--- src/rtl/sha256_message_digest_defines.svh ---
// Assertion macros shared by the digest RTL
`ifndef SHA256_MESSAGE_DIGEST_DEFINES_SVH
`define SHA256_MESSAGE_DIGEST_DEFINES_SVH
`ifndef ASSERT_OFF
// check a property outside reset
`define SHA_ASSERT(lbl, prop, msg) \
  lbl: assert property (@(posedge clk) disable iff (!rst_n) prop) else $error(msg);
// check a property on every edge
`define SHA_ASSERT_ALWAYS(lbl, prop, msg) \
  lbl: assert property (@(posedge clk) prop) else $error(msg);
`else
`define SHA_ASSERT(lbl, prop, msg)
`define SHA_ASSERT_ALWAYS(lbl, prop, msg)
`endif
`endif

--- src/rtl/sha256md_pkg.sv ---
package sha256md_pkg;

  typedef logic [31:0] word_t;
  typedef logic [15:0][31:0] block_t;
  typedef logic [7:0][31:0] hash_t;

  // one queued block and whether it closes the message
  typedef struct packed {
    block_t words;
    logic   final_blk;
  } qent_t;

  typedef struct packed {
    logic full;
    logic empty;
  } q_stat_t;

  typedef enum logic [1:0] {F_IN, F_PAD, F_LEN} front_state_t;
  typedef enum logic [1:0] {B_IDLE, B_ROUND, B_ADD, B_OUT} back_state_t;

  localparam int QDEPTH = 2;
  localparam logic [1:0] Q_FULL_CNT = 2'd2;
  localparam logic [7:0] PAD_BYTE = 8'h80;

  // word 0 sits at index 0
  localparam hash_t HASH_INIT = {
    32'h5be0cd19, 32'h1f83d9ab, 32'h9b05688c, 32'h510e527f,
    32'ha54ff53a, 32'h3c6ef372, 32'hbb67ae85, 32'h6a09e667
  };

  function automatic word_t bsig0(input word_t x);
    return {x[1:0], x[31:2]} ^ {x[12:0], x[31:13]} ^ {x[21:0], x[31:22]};
  endfunction

  function automatic word_t bsig1(input word_t x);
    return {x[5:0], x[31:6]} ^ {x[10:0], x[31:11]} ^ {x[24:0], x[31:25]};
  endfunction

  function automatic word_t ssig0(input word_t x);
    return {x[6:0], x[31:7]} ^ {x[17:0], x[31:18]} ^ {3'b000, x[31:3]};
  endfunction

  function automatic word_t ssig1(input word_t x);
    return {x[16:0], x[31:17]} ^ {x[18:0], x[31:19]} ^ {10'd0, x[31:10]};
  endfunction

  function automatic word_t ch(input word_t e, input word_t f, input word_t g);
    return (e & f) ^ (~e & g);
  endfunction

  function automatic word_t maj(input word_t a, input word_t b, input word_t c);
    return (a & b) ^ (a & c) ^ (b & c);
  endfunction

  function automatic word_t round_k(input logic [5:0] t);
    word_t k;
    case (t)
      6'd0: k = 32'h428a2f98;  6'd1: k = 32'h71374491;
      6'd2: k = 32'hb5c0fbcf;  6'd3: k = 32'he9b5dba5;
      6'd4: k = 32'h3956c25b;  6'd5: k = 32'h59f111f1;
      6'd6: k = 32'h923f82a4;  6'd7: k = 32'hab1c5ed5;
      6'd8: k = 32'hd807aa98;  6'd9: k = 32'h12835b01;
      6'd10: k = 32'h243185be; 6'd11: k = 32'h550c7dc3;
      6'd12: k = 32'h72be5d74; 6'd13: k = 32'h80deb1fe;
      6'd14: k = 32'h9bdc06a7; 6'd15: k = 32'hc19bf174;
      6'd16: k = 32'he49b69c1; 6'd17: k = 32'hefbe4786;
      6'd18: k = 32'h0fc19dc6; 6'd19: k = 32'h240ca1cc;
      6'd20: k = 32'h2de92c6f; 6'd21: k = 32'h4a7484aa;
      6'd22: k = 32'h5cb0a9dc; 6'd23: k = 32'h76f988da;
      6'd24: k = 32'h983e5152; 6'd25: k = 32'ha831c66d;
      6'd26: k = 32'hb00327c8; 6'd27: k = 32'hbf597fc7;
      6'd28: k = 32'hc6e00bf3; 6'd29: k = 32'hd5a79147;
      6'd30: k = 32'h06ca6351; 6'd31: k = 32'h14292967;
      6'd32: k = 32'h27b70a85; 6'd33: k = 32'h2e1b2138;
      6'd34: k = 32'h4d2c6dfc; 6'd35: k = 32'h53380d13;
      6'd36: k = 32'h650a7354; 6'd37: k = 32'h766a0abb;
      6'd38: k = 32'h81c2c92e; 6'd39: k = 32'h92722c85;
      6'd40: k = 32'ha2bfe8a1; 6'd41: k = 32'ha81a664b;
      6'd42: k = 32'hc24b8b70; 6'd43: k = 32'hc76c51a3;
      6'd44: k = 32'hd192e819; 6'd45: k = 32'hd6990624;
      6'd46: k = 32'hf40e3585; 6'd47: k = 32'h106aa070;
      6'd48: k = 32'h19a4c116; 6'd49: k = 32'h1e376c08;
      6'd50: k = 32'h2748774c; 6'd51: k = 32'h34b0bcb5;
      6'd52: k = 32'h391c0cb3; 6'd53: k = 32'h4ed8aa4a;
      6'd54: k = 32'h5b9cca4f; 6'd55: k = 32'h682e6ff3;
      6'd56: k = 32'h748f82ee; 6'd57: k = 32'h78a5636f;
      6'd58: k = 32'h84c87814; 6'd59: k = 32'h8cc70208;
      6'd60: k = 32'h90befffa; 6'd61: k = 32'ha4506ceb;
      6'd62: k = 32'hbef9a3f7; 6'd63: k = 32'hc67178f2;
      default: k = 32'h0;
    endcase
    return k;
  endfunction

endpackage

--- src/rtl/sha256md_front.sv ---
module sha256md_front (
  input  logic                  clk,
  input  logic                  rst_n,
  input  logic                  in_valid,
  output logic                  in_stall,
  input  logic [7:0]            in_message_byte,
  input  logic                  in_has_byte,
  input  logic                  in_last_byte,
  input  sha256md_pkg::q_stat_t q_stat_i,
  output logic                  push_o,
  output sha256md_pkg::qent_t   push_data_o
);

  sha256md_pkg::front_state_t state_r, state_nxt;
  sha256md_pkg::block_t       buf_r, buf_nxt;
  sha256md_pkg::block_t       buf_byte, buf_pad, buf_len;
  logic [5:0]                 pos_r, pos_nxt;
  logic [63:0]                count_r, count_nxt;
  logic                       accept;

  assign accept = in_valid && !in_stall;

  // hold requests while padding or while the queue is full
  always_comb begin
    in_stall = (state_r != sha256md_pkg::F_IN) || q_stat_i.full;
  end

  // merge candidate bytes into the block buffer
  always_comb begin
    buf_byte = buf_r;
    buf_byte[pos_r[5:2]][{~pos_r[1:0], 3'b000} +: 8] = in_message_byte;
    buf_pad = buf_r;
    buf_pad[pos_r[5:2]][{~pos_r[1:0], 3'b000} +: 8] = sha256md_pkg::PAD_BYTE;
    buf_len = buf_r;
    buf_len[14] = count_r[63:32];
    buf_len[15] = count_r[31:0];
  end

  // next state and block push
  always_comb begin
    state_nxt   = state_r;
    buf_nxt     = buf_r;
    pos_nxt     = pos_r;
    count_nxt   = count_r;
    push_o      = 1'b0;
    push_data_o = '{words: buf_r, final_blk: 1'b0};
    case (state_r)
      sha256md_pkg::F_IN: begin
        if (accept) begin
          if (in_has_byte) begin
            buf_nxt   = buf_byte;
            pos_nxt   = pos_r + 6'd1;
            count_nxt = count_r + 64'd8;
            if (pos_r == 6'd63) begin
              push_o      = 1'b1;
              push_data_o = '{words: buf_byte, final_blk: 1'b0};
              buf_nxt     = '0;
            end
          end
          if (in_last_byte) state_nxt = sha256md_pkg::F_PAD;
        end
      end
      sha256md_pkg::F_PAD: begin
        if (!q_stat_i.full) begin
          buf_nxt   = buf_pad;
          pos_nxt   = pos_r + 6'd1;
          state_nxt = sha256md_pkg::F_LEN;
          // no room left for the length: close this block first
          if (pos_r >= 6'd56) begin
            push_o      = 1'b1;
            push_data_o = '{words: buf_pad, final_blk: 1'b0};
            buf_nxt     = '0;
          end
        end
      end
      sha256md_pkg::F_LEN: begin
        if (!q_stat_i.full) begin
          push_o      = 1'b1;
          push_data_o = '{words: buf_len, final_blk: 1'b1};
          buf_nxt     = '0;
          pos_nxt     = '0;
          count_nxt   = '0;
          state_nxt   = sha256md_pkg::F_IN;
        end
      end
      default: state_nxt = sha256md_pkg::F_IN;
    endcase
  end

  always_ff @(posedge clk) begin
    if (!rst_n) begin
      state_r <= sha256md_pkg::F_IN;
      buf_r   <= '0;
      pos_r   <= '0;
      count_r <= '0;
    end else begin
      state_r <= state_nxt;
      buf_r   <= buf_nxt;
      pos_r   <= pos_nxt;
      count_r <= count_nxt;
    end
  end

endmodule

--- config.mk ---
export PLATFORM = sky130hd
export DESIGN_NAME = sha256md_front
export DESIGN_NICKNAME = d
export VERILOG_FILES = /design/src/rtl/sha256_message_digest_defines.svh /design/src/rtl/sha256md_pkg.sv /design/src/rtl/sha256md_front.sv
export SDC_FILE = /design/constraint.sdc
export NUM_CORES = 1
export LEC_CHECK = 0
export ABC_AREA = 1
export BUFFER_PORTS_ARGS = -buffer_cell sky130_fd_sc_hd__clkbuf_2
export CORE_ASPECT_RATIO = 1.75
export CORE_MARGIN = 3
export CORE_UTILIZATION = 30
export DETAILED_ROUTE_END_ITERATION = 10
export PLACE_DENSITY = 0.45
export SYNTH_ARGS = -nofsm -noshare
export SYNTH_HDL_FRONTEND = slang
export SYNTH_SLANG_ARGS = --single-unit
--- constraint.sdc ---
create_clock -name clk -period 3.3 [get_ports clk]
set_clock_uncertainty 0.1 [all_clocks]
set_input_delay 0.165 -clock clk [delete_from_list [all_inputs] [get_ports clk]]
set_output_delay 0.165 -clock clk [all_outputs]
set_load 0.01 [all_outputs]
==> metrics.txt <==
register area share after synthesis=30.4%; Die X-Extent=276 um; clk_lat worst skew=0.68 ns; Yosys reg bits=581; Synth top area share=30.4%; die area=132000 um2; Final period util=99.2%; vias in the first global route=41900; CTS max path bufs=3; pwr dens=983 nW/um2; initial antenna violation count=15; global-route wire length before repair=282 mm; Synth Area per Inst=5.94 um2; Distinct cells, synth=40; Slowest-stage cell, CP=a31oi_1; CTS buffer count=69; H-tree depth=3; Area contributors post-synth=dfxtp_1 30%, o21ai_0 18%, nand2_1 16%; total wire length=194 mm; Async SR Flop Fraction=0%; Final ANT Viol Nets=0; Tmin final=3.27 ns; max cap viols=0; RSZ-0062 raised after global routing=yes; P&R area growth vs syn=23.1%; final setup margin=0.0258 ns; crit path capture type=primary output; Setup violations, final=0; hpwl dp=127 mm; endpoints failing hold=0; CP peak stage delay=0.47 ns; Via density=5.44; Critical Path AT=3.01 ns; CP Class=reg2out; Leakage Power=17.8 nW; row count=172; post-route setup TNS=0 ns; Critical Path Start Type=register; gr usage total=28.1%; VDD IR max=0.823 mV; cell taking the most area after synthesis=dfxtp_1; Sinks on Clock Net=581; critical path required time=3.03 ns; CTS tree=yes; pin count of the biggest net entering global routing=207; gp weighted congestion=0.948; I/O pin cnt=530; maximum clock frequency=305 MHz; gr ovfl total=0; layout cells sized above 1=15.7%; Max Slew Vio Count=0; worst-path fanout max=23; post-synth net total=6469; Syn. warnings=0; # nets final=6795; core footprint=126000 um2; First-pass DRT Iterations=6; Post-synth EDFFs=0; Die H=478 um; number of DRC markers in iteration 0=4106; CP Cell Sequence=nand2_1 -> nor2_4 -> buf_4 -> nand2_1 -> buf_4 -> nor2_1 -> o21ai_0 -> a31oi_1 -> clkbuf_2; clk root buf=clkbuf_16; total power after layout=46.3 mW; status=finished, final reports clean; Worst Hold Class=in2reg; Starting Density=30.3%; average wire per standard cell=22.9 um; DRC=0; Placement Setup Slack=0.164 ns; relative slew slack=27.7%; worst slew pin tran=1.08 ns; Worst-path clk slew=0.07 ns; # port buffers=528; vias=46100; Syn Inst Count=6444; Synth Cell Area=38300 um2; top_reg_cell synth=dfxtp_1
stage by stage:
step	util [%]	instances	area (um2)	hold slack [ns]
6_report	37.3	8487	47100	0.0866
5_1_grt	37.3	8480	47100	0.116
4_1_cts	37.0	8463	46700	0.0466
3_5_place_dp	34.2	8300	43100	0.369
3_3_place_gp	34.2	8300	43100	0.364
2_1_floorplan	-	6444	38300	0.284
cell families (layout without fill, tap and decap cells):
| group | after synthesis | after routing | share of synthesized area, % |
|---|---|---|---|
| flip-flops | 581 | 581 | 30.4 |
| other | 0 | 8 | 0 |
| adder cells (fa/ha/maj) | 10 | 10 | 0.327 |
| AO/OA/AOI/OAI | 2264 | 2264 | 31.7 |
| XOR/XNOR | 1 | 1 | 0.0229 |
| buffers and inverters | 1267 | 1649 | 13.0 |
| multiplexers | 1 | 1 | 0.0262 |
| AND/OR/NAND/NOR | 2320 | 2320 | 24.5 |
synth_stat cells (all sizes together), types with 20 or more instances:
cell type     n
o22ai        20
clkbuf      361
nand3       405
a21oi       287
nand2      1607
nor2        253
dfxtp       581
o21ai      1431
buf         190
a31oi       454
nor3         29
inv         715
a22oi        27
o211ai       31
cells in the final DEF, fill, tap and decap left out, drive strengths merged, types with 7 or more instances in the layout:
cell       n
nand2   1607
o21ai   1431
inv      719
clkbuf   626
dfxtp    581
a31oi    454
nand3    405
a21oi    287
buf      275
nor2     253
o211ai    31
nor3      29
a22oi     27
o22ai     20
nand4     16
ha        10
clkinv     9
diode      8
bufbuf     8
a211oi     7
power breakdown:
part           leakage, nW  switching, mW  total, mW  internal (mW)
Sequential            4.74           2.19       11.6           9.38
Combinational         11.9           18.1       26.3           8.14
Clock                 1.18           3.58       8.46           4.87
routing by layer:
| metal | share of wire [%] | GRT usage, % |
|---|---|---|
| met3 | 7.3 | 5.11 |
| met4 | 3.9 | 10.6 |
| met5 | 0.013 | 0 |
| met2 | 46 | 45.2 |
| met1 | 43 | 37.2 |
what timing repair did:
action | 4_1_cts | 5_1_grt
cloned | 13 | 2
endpoints found under the hold margin | 23 | 0
hold buffers | 4 | 0
setup endpoints to repair | 444 | 373
resized for setup | 219 | 143
setup buffers | 19 | 14
pin swaps | 6 | 4
layout make-up:
class / instances / area (um2)
diodes: 8 / 20.0
clock buffers: 107 / 2140
clock inverters: 20 / 246
fillers: 13800 / 79000
inverters: 716 / 2710
multi-input cells: 4596 / 22300
flip-flops and latches: 581 / 11600
well taps: 1653 / 2070
repair buffers: 806 / 5950
worst max-delay path: cells and delay by family (launching register included):
family | cells | cell delay, ns
AO/OA/AOI/OAI | 2 | 0.65
buffers and inverters | 3 | 0.63
AND/OR/NAND/NOR | 4 | 0.61
flip-flops | 1 | 0.41
worst paths after layout:
kind / endpoint / slack [ns] / start / depth (start not counted)
max: push_data_o[496] / 0.03 / pos_r[4]$_SDFFE_PN0P_ / 9
min reg2reg: buf_len[383]$_SDFFE_PN0P_ / 0.38 / buf_len[383]$_SDFFE_PN0P_ / 2
min: buf_len[210]$_SDFFE_PN0P_ / 0.09 / in_message_byte[2] / 6
max reg2reg: buf_len[84]$_SDFFE_PN0P_ / 0.48 / state_r[0]$_SDFFE_PN0P_ / 9
flip-flops by register name (all words and copies together) (netlist names):
name	flops
buf_len	448
buf_r	64
count_r	61
pos_r	6
state_r	2
Note: power is estimated with default switching activity, not from simulation.
