**src/rtl/sha256_message_digest_defines.svh**
```systemverilog
// Assertion macros shared by the digest RTL
`ifndef SHA256_MESSAGE_DIGEST_DEFINES_SVH
`define SHA256_MESSAGE_DIGEST_DEFINES_SVH
`ifndef ASSERT_OFF
// check a property outside reset
`define SHA_ASSERT(lbl, prop, msg) \
  lbl: assert property (@(posedge clk) disable iff (!rst_n) prop) else $error(msg);
// check a property on every edge
`define SHA_ASSERT_ALWAYS(lbl, prop, msg) \
  lbl: assert property (@(posedge clk) prop) else $error(msg);
`else
`define SHA_ASSERT(lbl, prop, msg)
`define SHA_ASSERT_ALWAYS(lbl, prop, msg)
`endif
`endif

```
**src/rtl/sha256md_pkg.sv**
```systemverilog
package sha256md_pkg;

  typedef logic [31:0] word_t;
  typedef logic [15:0][31:0] block_t;
  typedef logic [7:0][31:0] hash_t;

  // one queued block and whether it closes the message
  typedef struct packed {
    block_t words;
    logic   final_blk;
  } qent_t;

  typedef struct packed {
    logic full;
    logic empty;
  } q_stat_t;

  typedef enum logic [1:0] {F_IN, F_PAD, F_LEN} front_state_t;
  typedef enum logic [1:0] {B_IDLE, B_ROUND, B_ADD, B_OUT} back_state_t;

  localparam int QDEPTH = 2;
  localparam logic [1:0] Q_FULL_CNT = 2'd2;
  localparam logic [7:0] PAD_BYTE = 8'h80;

  // word 0 sits at index 0
  localparam hash_t HASH_INIT = {
    32'h5be0cd19, 32'h1f83d9ab, 32'h9b05688c, 32'h510e527f,
    32'ha54ff53a, 32'h3c6ef372, 32'hbb67ae85, 32'h6a09e667
  };

  function automatic word_t bsig0(input word_t x);
    return {x[1:0], x[31:2]} ^ {x[12:0], x[31:13]} ^ {x[21:0], x[31:22]};
  endfunction

  function automatic word_t bsig1(input word_t x);
    return {x[5:0], x[31:6]} ^ {x[10:0], x[31:11]} ^ {x[24:0], x[31:25]};
  endfunction

  function automatic word_t ssig0(input word_t x);
    return {x[6:0], x[31:7]} ^ {x[17:0], x[31:18]} ^ {3'b000, x[31:3]};
  endfunction

  function automatic word_t ssig1(input word_t x);
    return {x[16:0], x[31:17]} ^ {x[18:0], x[31:19]} ^ {10'd0, x[31:10]};
  endfunction

  function automatic word_t ch(input word_t e, input word_t f, input word_t g);
    return (e & f) ^ (~e & g);
  endfunction

  function automatic word_t maj(input word_t a, input word_t b, input word_t c);
    return (a & b) ^ (a & c) ^ (b & c);
  endfunction

  function automatic word_t round_k(input logic [5:0] t);
    word_t k;
    case (t)
      6'd0: k = 32'h428a2f98;  6'd1: k = 32'h71374491;
      6'd2: k = 32'hb5c0fbcf;  6'd3: k = 32'he9b5dba5;
      6'd4: k = 32'h3956c25b;  6'd5: k = 32'h59f111f1;
      6'd6: k = 32'h923f82a4;  6'd7: k = 32'hab1c5ed5;
      6'd8: k = 32'hd807aa98;  6'd9: k = 32'h12835b01;
      6'd10: k = 32'h243185be; 6'd11: k = 32'h550c7dc3;
      6'd12: k = 32'h72be5d74; 6'd13: k = 32'h80deb1fe;
      6'd14: k = 32'h9bdc06a7; 6'd15: k = 32'hc19bf174;
      6'd16: k = 32'he49b69c1; 6'd17: k = 32'hefbe4786;
      6'd18: k = 32'h0fc19dc6; 6'd19: k = 32'h240ca1cc;
      6'd20: k = 32'h2de92c6f; 6'd21: k = 32'h4a7484aa;
      6'd22: k = 32'h5cb0a9dc; 6'd23: k = 32'h76f988da;
      6'd24: k = 32'h983e5152; 6'd25: k = 32'ha831c66d;
      6'd26: k = 32'hb00327c8; 6'd27: k = 32'hbf597fc7;
      6'd28: k = 32'hc6e00bf3; 6'd29: k = 32'hd5a79147;
      6'd30: k = 32'h06ca6351; 6'd31: k = 32'h14292967;
      6'd32: k = 32'h27b70a85; 6'd33: k = 32'h2e1b2138;
      6'd34: k = 32'h4d2c6dfc; 6'd35: k = 32'h53380d13;
      6'd36: k = 32'h650a7354; 6'd37: k = 32'h766a0abb;
      6'd38: k = 32'h81c2c92e; 6'd39: k = 32'h92722c85;
      6'd40: k = 32'ha2bfe8a1; 6'd41: k = 32'ha81a664b;
      6'd42: k = 32'hc24b8b70; 6'd43: k = 32'hc76c51a3;
      6'd44: k = 32'hd192e819; 6'd45: k = 32'hd6990624;
      6'd46: k = 32'hf40e3585; 6'd47: k = 32'h106aa070;
      6'd48: k = 32'h19a4c116; 6'd49: k = 32'h1e376c08;
      6'd50: k = 32'h2748774c; 6'd51: k = 32'h34b0bcb5;
      6'd52: k = 32'h391c0cb3; 6'd53: k = 32'h4ed8aa4a;
      6'd54: k = 32'h5b9cca4f; 6'd55: k = 32'h682e6ff3;
      6'd56: k = 32'h748f82ee; 6'd57: k = 32'h78a5636f;
      6'd58: k = 32'h84c87814; 6'd59: k = 32'h8cc70208;
      6'd60: k = 32'h90befffa; 6'd61: k = 32'ha4506ceb;
      6'd62: k = 32'hbef9a3f7; 6'd63: k = 32'hc67178f2;
      default: k = 32'h0;
    endcase
    return k;
  endfunction

endpackage

```
**src/rtl/sha256md_back.sv**
```systemverilog
`include "sha256_message_digest_defines.svh"
module sha256md_back (
  input  logic                  clk,
  input  logic                  rst_n,
  input  sha256md_pkg::q_stat_t q_stat_i,
  output logic                  pop_o,
  input  sha256md_pkg::qent_t   pop_data_i,
  output logic                  out_valid,
  input  logic                  out_stall,
  output logic [31:0]           out_digest_word,
  output logic [2:0]            out_word_index,
  output logic                  out_last_word
);

  sha256md_pkg::back_state_t state_r, state_nxt;
  sha256md_pkg::hash_t       hash_r, hash_nxt;
  sha256md_pkg::hash_t       v_r, v_nxt;
  sha256md_pkg::block_t      w_r, w_nxt;
  logic [5:0]                round_r, round_nxt;
  logic                      final_r, final_nxt;
  logic [2:0]                idx_r, idx_nxt;
  sha256md_pkg::word_t       t1, t2, w_new;

  // round datapath and schedule extension
  always_comb begin
    t1 = v_r[7] + sha256md_pkg::bsig1(v_r[4]) + sha256md_pkg::ch(v_r[4], v_r[5], v_r[6])
       + sha256md_pkg::round_k(round_r) + w_r[0];
    t2 = sha256md_pkg::bsig0(v_r[0]) + sha256md_pkg::maj(v_r[0], v_r[1], v_r[2]);
    w_new = sha256md_pkg::ssig1(w_r[14]) + w_r[9] + sha256md_pkg::ssig0(w_r[1]) + w_r[0];
  end

  // next state and register updates
  always_comb begin
    state_nxt = state_r;
    hash_nxt  = hash_r;
    v_nxt     = v_r;
    w_nxt     = w_r;
    round_nxt = round_r;
    final_nxt = final_r;
    idx_nxt   = idx_r;
    case (state_r)
      sha256md_pkg::B_IDLE: begin
        if (!q_stat_i.empty) begin
          w_nxt     = pop_data_i.words;
          final_nxt = pop_data_i.final_blk;
          v_nxt     = hash_r;
          round_nxt = '0;
          state_nxt = sha256md_pkg::B_ROUND;
        end
      end
      sha256md_pkg::B_ROUND: begin
        v_nxt[7]  = v_r[6];
        v_nxt[6]  = v_r[5];
        v_nxt[5]  = v_r[4];
        v_nxt[4]  = v_r[3] + t1;
        v_nxt[3]  = v_r[2];
        v_nxt[2]  = v_r[1];
        v_nxt[1]  = v_r[0];
        v_nxt[0]  = t1 + t2;
        w_nxt     = {w_new, w_r[15:1]};
        round_nxt = round_r + 6'd1;
        if (round_r == 6'd63) state_nxt = sha256md_pkg::B_ADD;
      end
      sha256md_pkg::B_ADD: begin
        for (int i = 0; i < 8; i++) hash_nxt[i] = hash_r[i] + v_r[i];
        idx_nxt   = '0;
        state_nxt = final_r ? sha256md_pkg::B_OUT : sha256md_pkg::B_IDLE;
      end
      sha256md_pkg::B_OUT: begin
        if (!out_stall) begin
          idx_nxt = idx_r + 3'd1;
          // drop the chaining value once the last word is taken
          if (idx_r == 3'd7) begin
            hash_nxt  = sha256md_pkg::HASH_INIT;
            state_nxt = sha256md_pkg::B_IDLE;
          end
        end
      end
      default: state_nxt = sha256md_pkg::B_IDLE;
    endcase
  end

  // drive the queue pop and the result port
  always_comb begin
    pop_o           = (state_r == sha256md_pkg::B_IDLE) && !q_stat_i.empty;
    out_valid       = (state_r == sha256md_pkg::B_OUT);
    out_digest_word = hash_r[idx_r];
    out_word_index  = idx_r;
    out_last_word   = (idx_r == 3'd7);
  end

  always_ff @(posedge clk) begin
    if (!rst_n) begin
      state_r <= sha256md_pkg::B_IDLE;
      hash_r  <= sha256md_pkg::HASH_INIT;
      v_r     <= '0;
      round_r <= '0;
      final_r <= 1'b0;
      idx_r   <= '0;
    end else begin
      state_r <= state_nxt;
      hash_r  <= hash_nxt;
      v_r     <= v_nxt;
      round_r <= round_nxt;
      final_r <= final_nxt;
      idx_r   <= idx_nxt;
    end
  end

  always_ff @(posedge clk) begin
    w_r <= w_nxt;
  end

  `SHA_ASSERT(a_round_end, (state_r == sha256md_pkg::B_ROUND && round_r == 6'd63) |=> (state_r == sha256md_pkg::B_ADD), "round 63 not followed by add")
  `SHA_ASSERT(a_hash_restart, (out_valid && !out_stall && idx_r == 3'd7) |=> (state_r == sha256md_pkg::B_IDLE && hash_r == sha256md_pkg::HASH_INIT), "hash not restarted after digest")
  `SHA_ASSERT(a_out_only_final, $rose(out_valid) |-> $past(final_r), "digest shown for a non-final block")

endmodule

```
**config.mk**
```make
export PLATFORM = sky130hd
export DESIGN_NAME = sha256md_back
export DESIGN_NICKNAME = d
export VERILOG_FILES = /design/src/rtl/sha256md_pkg.sv /design/src/rtl/sha256md_back.sv
export VERILOG_INCLUDE_DIRS = /design/src /design/src/rtl
export SDC_FILE = /design/constraint.sdc
export NUM_CORES = 2
export LEC_CHECK = 0
export ABC_AREA = 1
export CORE_UTILIZATION = 43
export DETAILED_ROUTE_END_ITERATION = 8
export DONT_BUFFER_PORTS = 1
export MAX_ROUTING_LAYER = met4
export PLACE_DENSITY_LB_ADDON = 0.3
export SETUP_SLACK_MARGIN = 0.5
export SLEW_MARGIN = 10
export SYNTH_ARGS = -nofsm -noshare
export SYNTH_HDL_FRONTEND = slang
export SYNTH_SLANG_ARGS = --single-unit
```
**constraint.sdc**
```tcl
create_clock -name clk -period 17.4 [get_ports clk]
set_input_delay 2.61 -clock clk [delete_from_list [all_inputs] [get_ports clk]]
set_output_delay 2.61 -clock clk [all_outputs]
set_load 0.02 [all_outputs]
```
==> results_dict.tcl <==
set metrics [dict create \
    clock_sinks 1068 \
    grt_pass1_wl_mm 490.2 \
    hold_viol 0 \
    setup_tns_ns 0 \
    synth-seq-cells 1068 \
    worstSetupPathType "reg2reg" \
    cp_common_cell "nand2_1" \
    postCtsResizedCells 0 \
    antenna_found_initial 18 \
    use_met1_pct 53.88 \
    synth_fp_nets 11910 \
    syn_area_sq_um 77100 \
    fmax_mhz 130.1 \
    end_kind "flip-flop" \
    grt_remaining_overflow 0 \
    path_buf_inv 6 \
    synthToLayoutAreaGrowth_pct 8.038 \
    critPathTopFamily "adder cells" \
    grt_pass1_vias 69570 \
    cts_buffer_depth 3 \
    detail-route-antenna-nets 0 \
    start_kind "flip-flop" \
    dominantRegCellSynth "dfxtp_1" \
    grt_use_total_pct 38.28 \
    period_minus_slack_ns 7.688 \
    drtPass1Iterations 7 \
    dieHeight_microns 425.4 \
    async_flop_share_pct 0 \
    worst-path-max-fanout 7 \
    drt_iter0_drc 10780 \
    hp-class "reg2reg" \
    critical_path_required_ns 18.12 \
    crit_arrival_ns 8.41 \
    post-cts-setup-buffers 0 \
    fillers 18150 \
    ctsHoldBuffers 0 \
    outcome "finished, final reports clean" \
    crit_path_max_incr_delay_ns 0.70 \
    h-tree-depth 4 \
    core_region_area_sq_um 178200 \
    nets 11620 \
    fp.dieW_microns 425.4 \
    grtUsageMet2_pct 52.15 \
    vias 77290 \
    syn_inst 10810 \
    drv_slew 0 \
    met3_usage_pct 9.325 \
    rrSetupSlack_ns 9.71 \
    busiest_layer "met1" \
    fin_skew_ns 0.05560 \
    die_area_sq_um 181000 \
    layout-drive-gt1-share_pct 3.335 \
    wl_per_cell_microns 26.91 \
    gp_congestion 1.068 \
    cp_slowest_cell "dfxtp_1" \
    synth_edf_count 512 \
    viasPerCell 5.953 \
    post-route-period-util_pct 44.18 \
    grt_max_degree 273 \
    max_cap_violations 0 \
    synth_warnings 0 \
    setup_viol 0 \
    seq_area_frac_synth_pct 34.38 \
    ioPinCount 556 \
    clk_latency_ns 0.83 \
    max_slew.worst_pin.slew_ns 1.473 \
    relSlewSlack_pct 1.770 \
    numCtsBuffers 130 \
    synth_cell_types 56 \
    totalWireLength_mm 349.4 \
    cts.reportedPaths.clkPinSlew_ns 0.06 \
    rows 155 \
    drc 0 \
    grt_setup_unrepaired "no" \
    start_util_pct 43.26 \
    cts_tree "done" \
    synth.avg_cell_area_sq_um 7.136 \
    clockRootBuffer "clkbuf_16" \
    dpl.hpwl_mm 270.9 \
    port_buffers 0 \
]
cell type report:
type | instances | area (sq um) | share of cell area, %
Clock inverter | 56 | 875.8 | 1.051
Clock buffer | 172 | 3545 | 4.255
Multi-Input combinational cell | 8106 | 44450 | 53.36
Inverter | 1140 | 4307 | 5.170
Tap cell | 2355 | 2947 | 3.537
Antenna cell | 14 | 35.03 | 0.04206
Sequential cell | 1068 | 26510 | 31.83
Timing Repair Buffer | 72 | 628.1 | 0.7540
layout by cell type, fill, tap and decap left out, types with 28 or more instances in the layout:
cell / instances
edfxtp_1: 512
nand3_1: 385
a31oi_1: 296
o21bai_1: 72
xor2_1: 185
dfxtp_1: 554
o21a_1: 48
o211ai_1: 38
ha_1: 391
fa_1: 195
nand2_1: 3343
inv_1: 1114
buf_4: 65
clkbuf_16: 133
o221ai_1: 28
o21ai_1: 42
nand4_1: 73
nor2_1: 671
a21oi_1: 877
nor3_1: 66
a21o_1: 73
clkbuf_1: 32
o22ai_1: 51
o21ai_0: 922
xnor2_1: 156
cell usage after synthesis, types with 72 or more instances:
| cell type | instances | area share [%] |
|---|---|---|
| a21o_1 | 73 | 0.71 |
| a21oi_1 | 877 | 5.7 |
| a31oi_1 | 296 | 2.4 |
| clkbuf_1 | 432 | 2.1 |
| dfxtp_1 | 556 | 14 |
| edfxtp_1 | 512 | 20 |
| fa_1 | 195 | 5.1 |
| ha_1 | 391 | 6.3 |
| inv_1 | 1115 | 5.4 |
| nand2_1 | 3345 | 16 |
| nand3_1 | 385 | 2.5 |
| nand4_1 | 73 | 0.59 |
| nor2_1 | 672 | 3.3 |
| o21ai_0 | 922 | 6.0 |
| o21bai_1 | 72 | 0.70 |
| xnor2_1 | 156 | 1.8 |
| xor2_1 | 185 | 2.1 |
tightest hold or removal path, delay by kind of cell, from the launching register on:
kind / cells / cell delay [ns]
DFF: 1 / 0.29
buffers and inverters: 1 / 0.06
AOI/OAI and AO/OA: 1 / 0.06
cells by family after synthesis:
logic type / after synthesis / synth area share (%)
AO/OA/AOI/OAI: 2538 / 18.34
XOR/XNOR: 341 / 3.874
adder cells (fa/ha/maj): 588 / 11.43
buffers and inverters: 1631 / 8.031
flip-flops: 1068 / 34.38
multiplexers: 1 / 0.01298
AND/OR/NAND/NOR: 4638 / 23.93
final timing paths:
kind	from	cells after the start	end
max	v_r[142]	32	v_r[23]
max reg2reg	v_r[142]	32	v_r[23]
min reg2reg	final_r	2	final_r
min	final_r	2	final_r
metal layers:
metal,part of all wire (%),wire [microns]
met1,43,149500
met4,4.4,15470
met2,41,143200
met5,0,0
met3,12,41200
through the flow:
stage	std cells	util [%]	hold slack, ns	worst slack (ns)	area, sq um
final	12980	46.74	0.4624	9.712	83300
after detailed placement	12740	44.24	0.4535	9.944	78840
after CTS	12970	46.72	0.4612	9.941	83260
after global routing	12980	46.73	0.4977	9.322	83290
after global placement	12740	44.24	0.4425	10.03	78840
after floorplan	10810	-	0.4300	0.6272	77110
flip-flops by register name, summed over array words and instances, names as in the netlist, named ones only:
signal,flops
round_r,6
out_word_index,3
hash_r,256
w_r,512
final_r,1
v_r,256
state_r,2
Power is left out: the tool's default activity adds up to more than one toggle a clock period on the data nets, which glitch-free logic cannot reach.
