## src/rtl/sha256_message_digest_defines.svh

```systemverilog
// Assertion macros shared by the digest RTL
`ifndef SHA256_MESSAGE_DIGEST_DEFINES_SVH
`define SHA256_MESSAGE_DIGEST_DEFINES_SVH
`ifndef ASSERT_OFF
// check a property outside reset
`define SHA_ASSERT(lbl, prop, msg) \
  lbl: assert property (@(posedge clk) disable iff (!rst_n) prop) else $error(msg);
// check a property on every edge
`define SHA_ASSERT_ALWAYS(lbl, prop, msg) \
  lbl: assert property (@(posedge clk) prop) else $error(msg);
`else
`define SHA_ASSERT(lbl, prop, msg)
`define SHA_ASSERT_ALWAYS(lbl, prop, msg)
`endif
`endif

```

## src/rtl/sha256md_pkg.sv

```systemverilog
package sha256md_pkg;

  typedef logic [31:0] word_t;
  typedef logic [15:0][31:0] block_t;
  typedef logic [7:0][31:0] hash_t;

  // one queued block and whether it closes the message
  typedef struct packed {
    block_t words;
    logic   final_blk;
  } qent_t;

  typedef struct packed {
    logic full;
    logic empty;
  } q_stat_t;

  typedef enum logic [1:0] {F_IN, F_PAD, F_LEN} front_state_t;
  typedef enum logic [1:0] {B_IDLE, B_ROUND, B_ADD, B_OUT} back_state_t;

  localparam int QDEPTH = 2;
  localparam logic [1:0] Q_FULL_CNT = 2'd2;
  localparam logic [7:0] PAD_BYTE = 8'h80;

  // word 0 sits at index 0
  localparam hash_t HASH_INIT = {
    32'h5be0cd19, 32'h1f83d9ab, 32'h9b05688c, 32'h510e527f,
    32'ha54ff53a, 32'h3c6ef372, 32'hbb67ae85, 32'h6a09e667
  };

  function automatic word_t bsig0(input word_t x);
    return {x[1:0], x[31:2]} ^ {x[12:0], x[31:13]} ^ {x[21:0], x[31:22]};
  endfunction

  function automatic word_t bsig1(input word_t x);
    return {x[5:0], x[31:6]} ^ {x[10:0], x[31:11]} ^ {x[24:0], x[31:25]};
  endfunction

  function automatic word_t ssig0(input word_t x);
    return {x[6:0], x[31:7]} ^ {x[17:0], x[31:18]} ^ {3'b000, x[31:3]};
  endfunction

  function automatic word_t ssig1(input word_t x);
    return {x[16:0], x[31:17]} ^ {x[18:0], x[31:19]} ^ {10'd0, x[31:10]};
  endfunction

  function automatic word_t ch(input word_t e, input word_t f, input word_t g);
    return (e & f) ^ (~e & g);
  endfunction

  function automatic word_t maj(input word_t a, input word_t b, input word_t c);
    return (a & b) ^ (a & c) ^ (b & c);
  endfunction

  function automatic word_t round_k(input logic [5:0] t);
    word_t k;
    case (t)
      6'd0: k = 32'h428a2f98;  6'd1: k = 32'h71374491;
      6'd2: k = 32'hb5c0fbcf;  6'd3: k = 32'he9b5dba5;
      6'd4: k = 32'h3956c25b;  6'd5: k = 32'h59f111f1;
      6'd6: k = 32'h923f82a4;  6'd7: k = 32'hab1c5ed5;
      6'd8: k = 32'hd807aa98;  6'd9: k = 32'h12835b01;
      6'd10: k = 32'h243185be; 6'd11: k = 32'h550c7dc3;
      6'd12: k = 32'h72be5d74; 6'd13: k = 32'h80deb1fe;
      6'd14: k = 32'h9bdc06a7; 6'd15: k = 32'hc19bf174;
      6'd16: k = 32'he49b69c1; 6'd17: k = 32'hefbe4786;
      6'd18: k = 32'h0fc19dc6; 6'd19: k = 32'h240ca1cc;
      6'd20: k = 32'h2de92c6f; 6'd21: k = 32'h4a7484aa;
      6'd22: k = 32'h5cb0a9dc; 6'd23: k = 32'h76f988da;
      6'd24: k = 32'h983e5152; 6'd25: k = 32'ha831c66d;
      6'd26: k = 32'hb00327c8; 6'd27: k = 32'hbf597fc7;
      6'd28: k = 32'hc6e00bf3; 6'd29: k = 32'hd5a79147;
      6'd30: k = 32'h06ca6351; 6'd31: k = 32'h14292967;
      6'd32: k = 32'h27b70a85; 6'd33: k = 32'h2e1b2138;
      6'd34: k = 32'h4d2c6dfc; 6'd35: k = 32'h53380d13;
      6'd36: k = 32'h650a7354; 6'd37: k = 32'h766a0abb;
      6'd38: k = 32'h81c2c92e; 6'd39: k = 32'h92722c85;
      6'd40: k = 32'ha2bfe8a1; 6'd41: k = 32'ha81a664b;
      6'd42: k = 32'hc24b8b70; 6'd43: k = 32'hc76c51a3;
      6'd44: k = 32'hd192e819; 6'd45: k = 32'hd6990624;
      6'd46: k = 32'hf40e3585; 6'd47: k = 32'h106aa070;
      6'd48: k = 32'h19a4c116; 6'd49: k = 32'h1e376c08;
      6'd50: k = 32'h2748774c; 6'd51: k = 32'h34b0bcb5;
      6'd52: k = 32'h391c0cb3; 6'd53: k = 32'h4ed8aa4a;
      6'd54: k = 32'h5b9cca4f; 6'd55: k = 32'h682e6ff3;
      6'd56: k = 32'h748f82ee; 6'd57: k = 32'h78a5636f;
      6'd58: k = 32'h84c87814; 6'd59: k = 32'h8cc70208;
      6'd60: k = 32'h90befffa; 6'd61: k = 32'ha4506ceb;
      6'd62: k = 32'hbef9a3f7; 6'd63: k = 32'hc67178f2;
      default: k = 32'h0;
    endcase
    return k;
  endfunction

endpackage

```

## src/rtl/sha256md_queue.sv

```systemverilog
`include "sha256_message_digest_defines.svh"
module sha256md_queue (
  input  logic                  clk,
  input  logic                  rst_n,
  input  logic                  push_i,
  input  sha256md_pkg::qent_t   push_data_i,
  input  logic                  pop_i,
  output sha256md_pkg::qent_t   pop_data_o,
  output sha256md_pkg::q_stat_t q_stat_o
);

  sha256md_pkg::qent_t mem_r [sha256md_pkg::QDEPTH];
  logic                wr_ptr_r, rd_ptr_r;
  logic [1:0]          cnt_r;

  assign pop_data_o     = mem_r[rd_ptr_r];
  assign q_stat_o.full  = (cnt_r == sha256md_pkg::Q_FULL_CNT);
  assign q_stat_o.empty = (cnt_r == 2'd0);

  // store pushed blocks
  always_ff @(posedge clk) begin
    if (push_i) mem_r[wr_ptr_r] <= push_data_i;
  end

  // advance pointers and fill count
  always_ff @(posedge clk) begin
    if (!rst_n) begin
      wr_ptr_r <= 1'b0;
      rd_ptr_r <= 1'b0;
      cnt_r    <= 2'd0;
    end else begin
      if (push_i) wr_ptr_r <= ~wr_ptr_r;
      if (pop_i) rd_ptr_r <= ~rd_ptr_r;
      case ({push_i, pop_i})
        2'b10:   cnt_r <= cnt_r + 2'd1;
        2'b01:   cnt_r <= cnt_r - 2'd1;
        default: cnt_r <= cnt_r;
      endcase
    end
  end

  `SHA_ASSERT(a_no_overflow, push_i |-> !q_stat_o.full, "push into full queue")
  `SHA_ASSERT(a_no_underflow, pop_i |-> !q_stat_o.empty, "pop from empty queue")
  `SHA_ASSERT(a_cnt_range, cnt_r != 2'd3, "queue count out of range")

endmodule

```

## config.mk

```make
export PLATFORM = sky130hd
export DESIGN_NAME = sha256md_queue
export DESIGN_NICKNAME = d
export VERILOG_FILES = /design/src/rtl/sha256md_pkg.sv /design/src/rtl/sha256md_queue.sv
export VERILOG_INCLUDE_DIRS = /design/src /design/src/rtl
export SDC_FILE = /design/constraint.sdc
export NUM_CORES = 1
export LEC_CHECK = 0
export ABC_CLOCK_PERIOD_IN_PS = 22100
export BUFFER_PORTS_ARGS = -buffer_cell sky130_fd_sc_hd__buf_2
export CAP_MARGIN = 20
export CORE_AREA = 2 2 406 408
export CTS_CLUSTER_SIZE = 8
export DETAILED_ROUTE_END_ITERATION = 8
export DIE_AREA = 0 0 408 410
export GPL_ROUTABILITY_DRIVEN = 0
export PLACE_DENSITY_LB_ADDON = 0.3
export SKIP_LAST_GASP = 1
export SYNTH_ARGS = -nofsm -noshare
export SYNTH_HDL_FRONTEND = slang
export SYNTH_SLANG_ARGS = --single-unit
```

## constraint.sdc

```tcl
create_clock -name clk -period 22.1 [get_ports clk]
set_input_delay 1.105 -clock clk [delete_from_list [all_inputs] [get_ports clk]]
set_output_delay 1.105 -clock clk [all_outputs]
set_load 0.005 [all_outputs]
```

==> qor.csv, run 1 <==
metric,value,unit
outcome,"complete, no violations",
Leak,17.8,nW
slew margin rel.,28.8,%
Slew @ Worst Pin,1.07,ns
Hold Path Depth,2,
Worst-path clk slew,0.05,ns
worst setup margin,16.06,ns
met2 Use GR,21.8,%
CP endpoint kind,output pin,
H-tree Lvls,4,
clock root buffer,clkbuf_16,
synth top area cells,"edfxtp_1 (82%), mux2_2 (15%), buf_6 (1.6%)",
Multi-input gate area,5900,µm²
r2r setup slk,17.21,ns
Syn. warnings,0,
DR pass1 iterations,5,
M1 GR Usage,13.1,%
Die Ht,410,µm
Mapped Nets,2136,
"FF+latch count, synth",1031,
Critical Path AT,4.93,ns
Setup Crit Path Kind,flip-flop to output pin,
VDD IR max,77.3,µV
GRT Max-Usage Layer,met2,
post-route design area,49000,µm²
"Hold Violations, Final",0,
die width,408,µm
Yosys cell types,16,
Seq. cell area,30900,µm²
post-synth top area cell,edfxtp_1,
max-cap violations,0,
# rows,149,
Fmax,0.166,GHz
core area,163000,µm²
first-pass GRT wire length,152,mm
share of cells above drive strength 1,62.1,%
aggregate global-route resource usage,12.9,%
crit share post-route,27.3,%
hold_buf cts,0,
Layout area overhead,30.9,%
final net count,3281,
Slew Limit Fails,0,
vias,19902,
Post-synth ARST share,0,%
largest net degree at the start of global routing,141,
Worst EP required,21.00,ns
post-synthesis sequential area ratio,82.6,%
Max Buffers Root-to-Sink,3,
Initial Util,22.9,%
setup violators final,0,
clock sinks,1031,
RSZ-0062 raised after global routing,no,
post-detail-place hpwl,82.0,mm
Port Buffers,1031,
Post-synth EDFFs,1026,
Post-route DRC,0,
CTS buffer count,148,
initial antenna violation count,60,
number of global-route vias before repair,20905,
Pwr per Cell Area,96.1,nW/µm²
pre-CTS WS,16.30,ns
grt total ovfl,0,
CTS tree,built,
worst skew pair latency,0.77,ns
Iteration-0 DRC Markers,1171,
post_cts resized,0,
Vias/cell,3.98,
post-placement cell area,44900,µm²
wire per inst,22.3,µm
Syn Inst Count,1618,
FF-to-FF path depth,5,
Layout fillers,16329,
Post-Route WL,112,mm
postcts setup bufs,0,
cell area after synthesis,37400,µm²
CP Max Fanout,140,
CP Launch Type,flip-flop,
Post-synth top flop,edfxtp_1,
most frequent cells after synthesis,"edfxtp_1 (1026), mux2_2 (513), buf_6 (53)",
GR Util met3,7.13,%
setup TNS,0,ns
Final Critical Period,6.04,ns
IO Count,1032,
ANT nets after route,0,
total power,4.71,mW
syn avg cell area,23.1,µm²
skew final,0.0176,ns
full die area,167000,µm²
top cell type's share of synthesized area,82.3,%
worst min path class,flip-flop to flip-flop,
most common cell in the synthesized netlist,edfxtp_1,
==> final cells by class <==
cell class / count / share of cell area (%)
Antenna cell: 25 / 0.128
Clock buffer: 159 / 7.65
Clock inverter: 17 / 0.532
Inverter: 1 / 0.00767
Multi-Input combinational cell: 529 / 12.0
Sequential cell: 1031 / 63.1
Tap cell: 2189 / 5.59
Timing Repair Buffer: 1052 / 10.9
==> cells in the final DEF (no fill, tap or decap), drive strengths merged <==
cell type and instances:
and2 4, mux2 513, edfxtp 1026, clkbuf 159, o21a 1, a21boi 1
dfxtp 5, clkinv 9, xor2 1, nor2b 2, nor2 2, inv 8
ha 1, clkinvlp 1, or3 1, xnor2 2, o21ai 1, diode 25
buf 1052
==> sequential cells by signal, indices dropped and copies added, names as in the netlist, named ones only <==
register and cells:
wr_ptr_r 1, mem_r 1026, rd_ptr_r 1, cnt_r 2
==> critical path, cell delays in order, from the launching register on <==
cell	delay, ns
dfxtp_4	0.92
buf_4	0.90
buf_12	0.62
buf_4	0.76
mux2_2	0.43
buf_2	0.14
==> stage by stage <==
step                      hold slack [ns]  cells  utilization (%)
after floorplan                     0.466   1618                -
after global placement              0.484   4802             27.5
after detailed placement            0.502   4802             27.5
after CTS                           0.405   4978             29.9
after global routing                0.430   4993             29.9
final                               0.505   5003             29.9
==> power by group <==
group | switching [mW] | total [mW] | internal, mW | leakage [nW]
Sequential | 0.0290 | 2.30 | 2.27 | 9.67
Clock | 0.795 | 1.99 | 1.19 | 1.95
Combinational | 0.224 | 0.420 | 0.197 | 6.14
Total | 1.05 | 4.71 | 3.66 | 17.8
==> routing by layer <==
layer,part of all wire [%],vias up
met4,2.9,22
met3,11,209
met2,50,938
met1,35,9951
li1,-,8782
met5,0.12,-
==> kinds of logic after synthesis <==
logic type / Yosys count / share of synthesized area (%)
XOR/XNOR: 3 / 0.0702
AND/OR/NAND/NOR: 9 / 0.137
buffers and inverters: 58 / 1.66
multiplexers: 513 / 15.4
flip-flops: 1031 / 82.6
adder cells (fa/ha/maj): 1 / 0.0334
AO/OA/AOI/OAI: 3 / 0.0535
==> final timing paths <==
| kind | from | to |
|---|---|---|
| hold / removal | cnt_r[1]$_SDFFE_PN0P_ | cnt_r[1]$_SDFFE_PN0P_ |
| hold reg to reg | cnt_r[1]$_SDFFE_PN0P_ | cnt_r[1]$_SDFFE_PN0P_ |
| setup / recovery | flip-flop | pop_data_o[8] |
| setup reg to reg | wr_ptr_r$_SDFFE_PN0P_ | mem_r[1][397]$_DFFE_PP_ |
Power figures use the tool's default switching activity.
==> run 2: changes to the inputs <==
ABC_CLOCK_PERIOD_IN_PS = 4890   (was 22100)
clock period = 4.89 ns   (was 22.1 ns; I/O delays follow)
==> run 2 against run 1 <==
Net effect:
- via count is 12% higher
- count of clock-buffer cells in the layout is 9 higher
- non-clock buffer count is 543 higher
- first-iteration DRC count is 24% higher
- worst hold slack got worse by 0.28 ns
- setup slack got worse by 14 ns
- wire length up 9.0%
- die area unchanged
- largest power group unchanged
- sequential power grew to 4.5 times the previous value
- clock power grew to 4.7 times the previous value
- utilization is 3.4 points higher
- highest routed layer unchanged
- cell count up 11%
- critical endpoint is now pop_data_o[415]
==> qor.csv, run 2 (synthesis gave the netlist of run 1 again) <==
metric,value,unit,change
outcome,"complete, no violations",,
Post-route DRC,0,,unchanged
"commonest non-fill, non-tap cell in the layout",buf_2,,
Leak,20.2,nW,+14%
vias,22240,,+12%
Critical Path AT,3.00,ns,-1.93 ns
Port Buffers,1031,,unchanged
CP Launch Type,flip-flop,,
core area,163000,µm²,unchanged
post-detail-place hpwl,89.6,mm,+9.2%
final net count,3825,,+17%
"Most flops, register",mem_r,,
Final Non-Filler Cells,5539,,+11%
CP Buf/Inv Count,3,,-1
Post-Route WL,122,mm,+9.0%
postcts setup bufs,0,,unchanged
"Hold Violations, Final",0,,unchanged
slew margin rel.,37.2,%,+8.4 points
DR pass1 iterations,5,,unchanged
Slew @ Worst Pin,0.942,ns,-0.126 ns
worst min path class,input port to flip-flop,,
reg-to-reg critical path endpoint,mem_r[1][86]$_DFFE_PP_,,
wire per inst,22.0,µm,-1.6%
CP max stage delay,0.91,ns,about the same
full die area,167000,µm²,unchanged
H-tree Lvls,4,,unchanged
CTS buffer count,149,,+0.68%
share of cells above drive strength 1,52.8,%,-9.3 points
Hold Path Depth,2,,unchanged
clock sinks,1031,,unchanged
die width,408,µm,unchanged
Layout area overhead,45.9,%,
"leading cell types in the layout, fill and taps excluded","buf_2 (1031), edfxtp_1 (1026), dlygate4sd3_1 (517), mux2_2 (513), clkbuf_16 (153)",,
Iteration-0 DRC Markers,1449,,+24%
pre-CTS WS,2.37,ns,-13.92 ns
clock root buffer,clkbuf_16,,
first-pass GRT wire length,169,mm,+11%
worst setup margin,1.65,ns,-14.42 ns
aggregate global-route resource usage,14.1,%,+1.2 points
r2r setup slk,2.73,ns,-14.48 ns
hold worst-path end,mem_r[1][195]$_DFFE_PP_,,
Pwr per Cell Area,403,nW/µm²,+320%
Setup Crit Path Kind,flip-flop to output pin,,
"Core Util, Final",33.4,%,+3.4 points
Initial Util,22.9,%,unchanged
Worst-path clk slew,0.05,ns,about the same
Final Critical Period,3.24,ns,
Crit-path slowest cell,dfxtp_4,,
Most common cell on crit path,buf_12,,
Layout fillers,15965,,-2.2%
initial antenna violation count,47,,-22%
Worst EP required,4.65,ns,-16.35 ns
max-cap violations,0,,unchanged
number of global-route vias before repair,23429,,+12%
reg2reg start,wr_ptr_r$_SDFFE_PN0P_,,
crit share post-route,66.3,%,
ANT nets after route,0,,unchanged
worst skew pair latency,0.76,ns,about the same
CP cell instances,buf_12 > buf_12 > mux2_2 > buf_2,,
VDD IR max,299,µV,+290%
CP Max Fanout,77,,-45%
cell family with most CP delay,flip-flops,,
RSZ-0062 raised after global routing,no,,
Fmax,0.308,GHz,
skew final,0.0204,ns,+0.00282 ns
placed cells,4828,,+0.54%
setup violators final,0,,unchanged
IO Count,1032,,unchanged
post_cts resized,0,,unchanged
CP endpoint kind,output pin,,
Largest regs,"mem_r (1026), cnt_r (2)",,
number of flip-flops in the largest register,1026,,unchanged
grt total ovfl,0,,unchanged
CTS tree,built,,
Die Ht,410,µm,unchanged
Max Buffers Root-to-Sink,3,,unchanged
Slew Limit Fails,0,,unchanged
FF-to-FF path depth,2,,-3
Vias/cell,4.02,,+0.93%
hold wc startpoint,push_data_i[195],,
largest net degree at the start of global routing,138,,-2.1%
# rows,149,,unchanged
[run 2: cell count changes in the layout (fill, tap and decap cells not counted), moves of 2 or more]
| cell | before | now |
|---|---|---|
| buf_12 | 2 | 15 |
| clkbuf_16 | 148 | 153 |
| inv_6 | 5 | 2 |
| buf_4 | 19 | 32 |
| dlygate4sd3_1 | 0 | 517 |
| clkbuf_1 | 11 | 15 |
| inv_16 | 2 | 5 |
| diode_2 | 25 | 11 |
| clkinv_8 | 4 | 2 |
[run 2: timing repair]
item	in CTS	in global routing
hold buffers	517	0
endpoints found under the hold margin	1034	0
setup endpoints to repair	0	0
[run 2: final cells by class]
class	count	area (µm²)	share of cell area [%]
sequential	1031	30900	56.6
timing repair buffer	1595	10900	19.9
multi-input combinational	529	5900	10.8
clock buffer	168	3880	7.12
tap	2189	2740	5.02
clock inverter	15	239	0.438
antenna	11	27.5	0.0504
inverter	1	3.75	0.00688
[run 2: worst max path at each step]
stage	startpoint	to	slack [ns]	cells past startpoint
2_1_floorplan	wr_ptr_r$_SDFFE_PN0P_	mem_r[0][0]$_DFFE_PP_	-3.42	1
6_report	flip-flop	pop_data_o[415]	1.65	4
4_1_cts	flip-flop	pop_data_o[510]	1.52	4
5_1_grt	flip-flop	pop_data_o[380]	1.45	4
3_5_place_dp	flip-flop	pop_data_o[510]	2.37	4
3_3_place_gp	flip-flop	pop_data_o[505]	2.41	4
[run 2: per-layer routing]
layer	wire length (µm)	part of all wire [%]	vias to the layer above	GRT usage (%)
met5	27	0.022	-	0
met3	9900	8.1	213	4.64
met4	2830	2.3	4	3.90
met2	59600	49	983	23.7
met1	49400	41	11164	17.1
li1	-	-	9876	-
[run 2: worst register-to-register path: cells and delay by family (launching register included)]
kind / cells / cell delay, ns
AND/OR/NAND/NOR: 1 / 0.75
buffers and inverters: 1 / 0.45
flip-flops: 1 / 0.35
[run 2: per-stage QoR]
stage	hold slack, ns	TNS [ns]	instance area (µm²)	power, mW
after CTS	0.117	0	54600	22.3
after detailed placement	0.436	0	45300	12.5
final	0.220	0	54600	22.0
after global placement	0.431	0	45300	12.5
after floorplan	0.343	-2872.92	37400	11.6
after global routing	0.155	0	54600	22.8
[run 2: power breakdown]
group / internal, mW / total (mW) / switching [mW]
clock network: 5.57 / 9.26 / 3.69
registers: 10.3 / 10.4 / 0.136
logic: 1.20 / 2.32 / 1.12
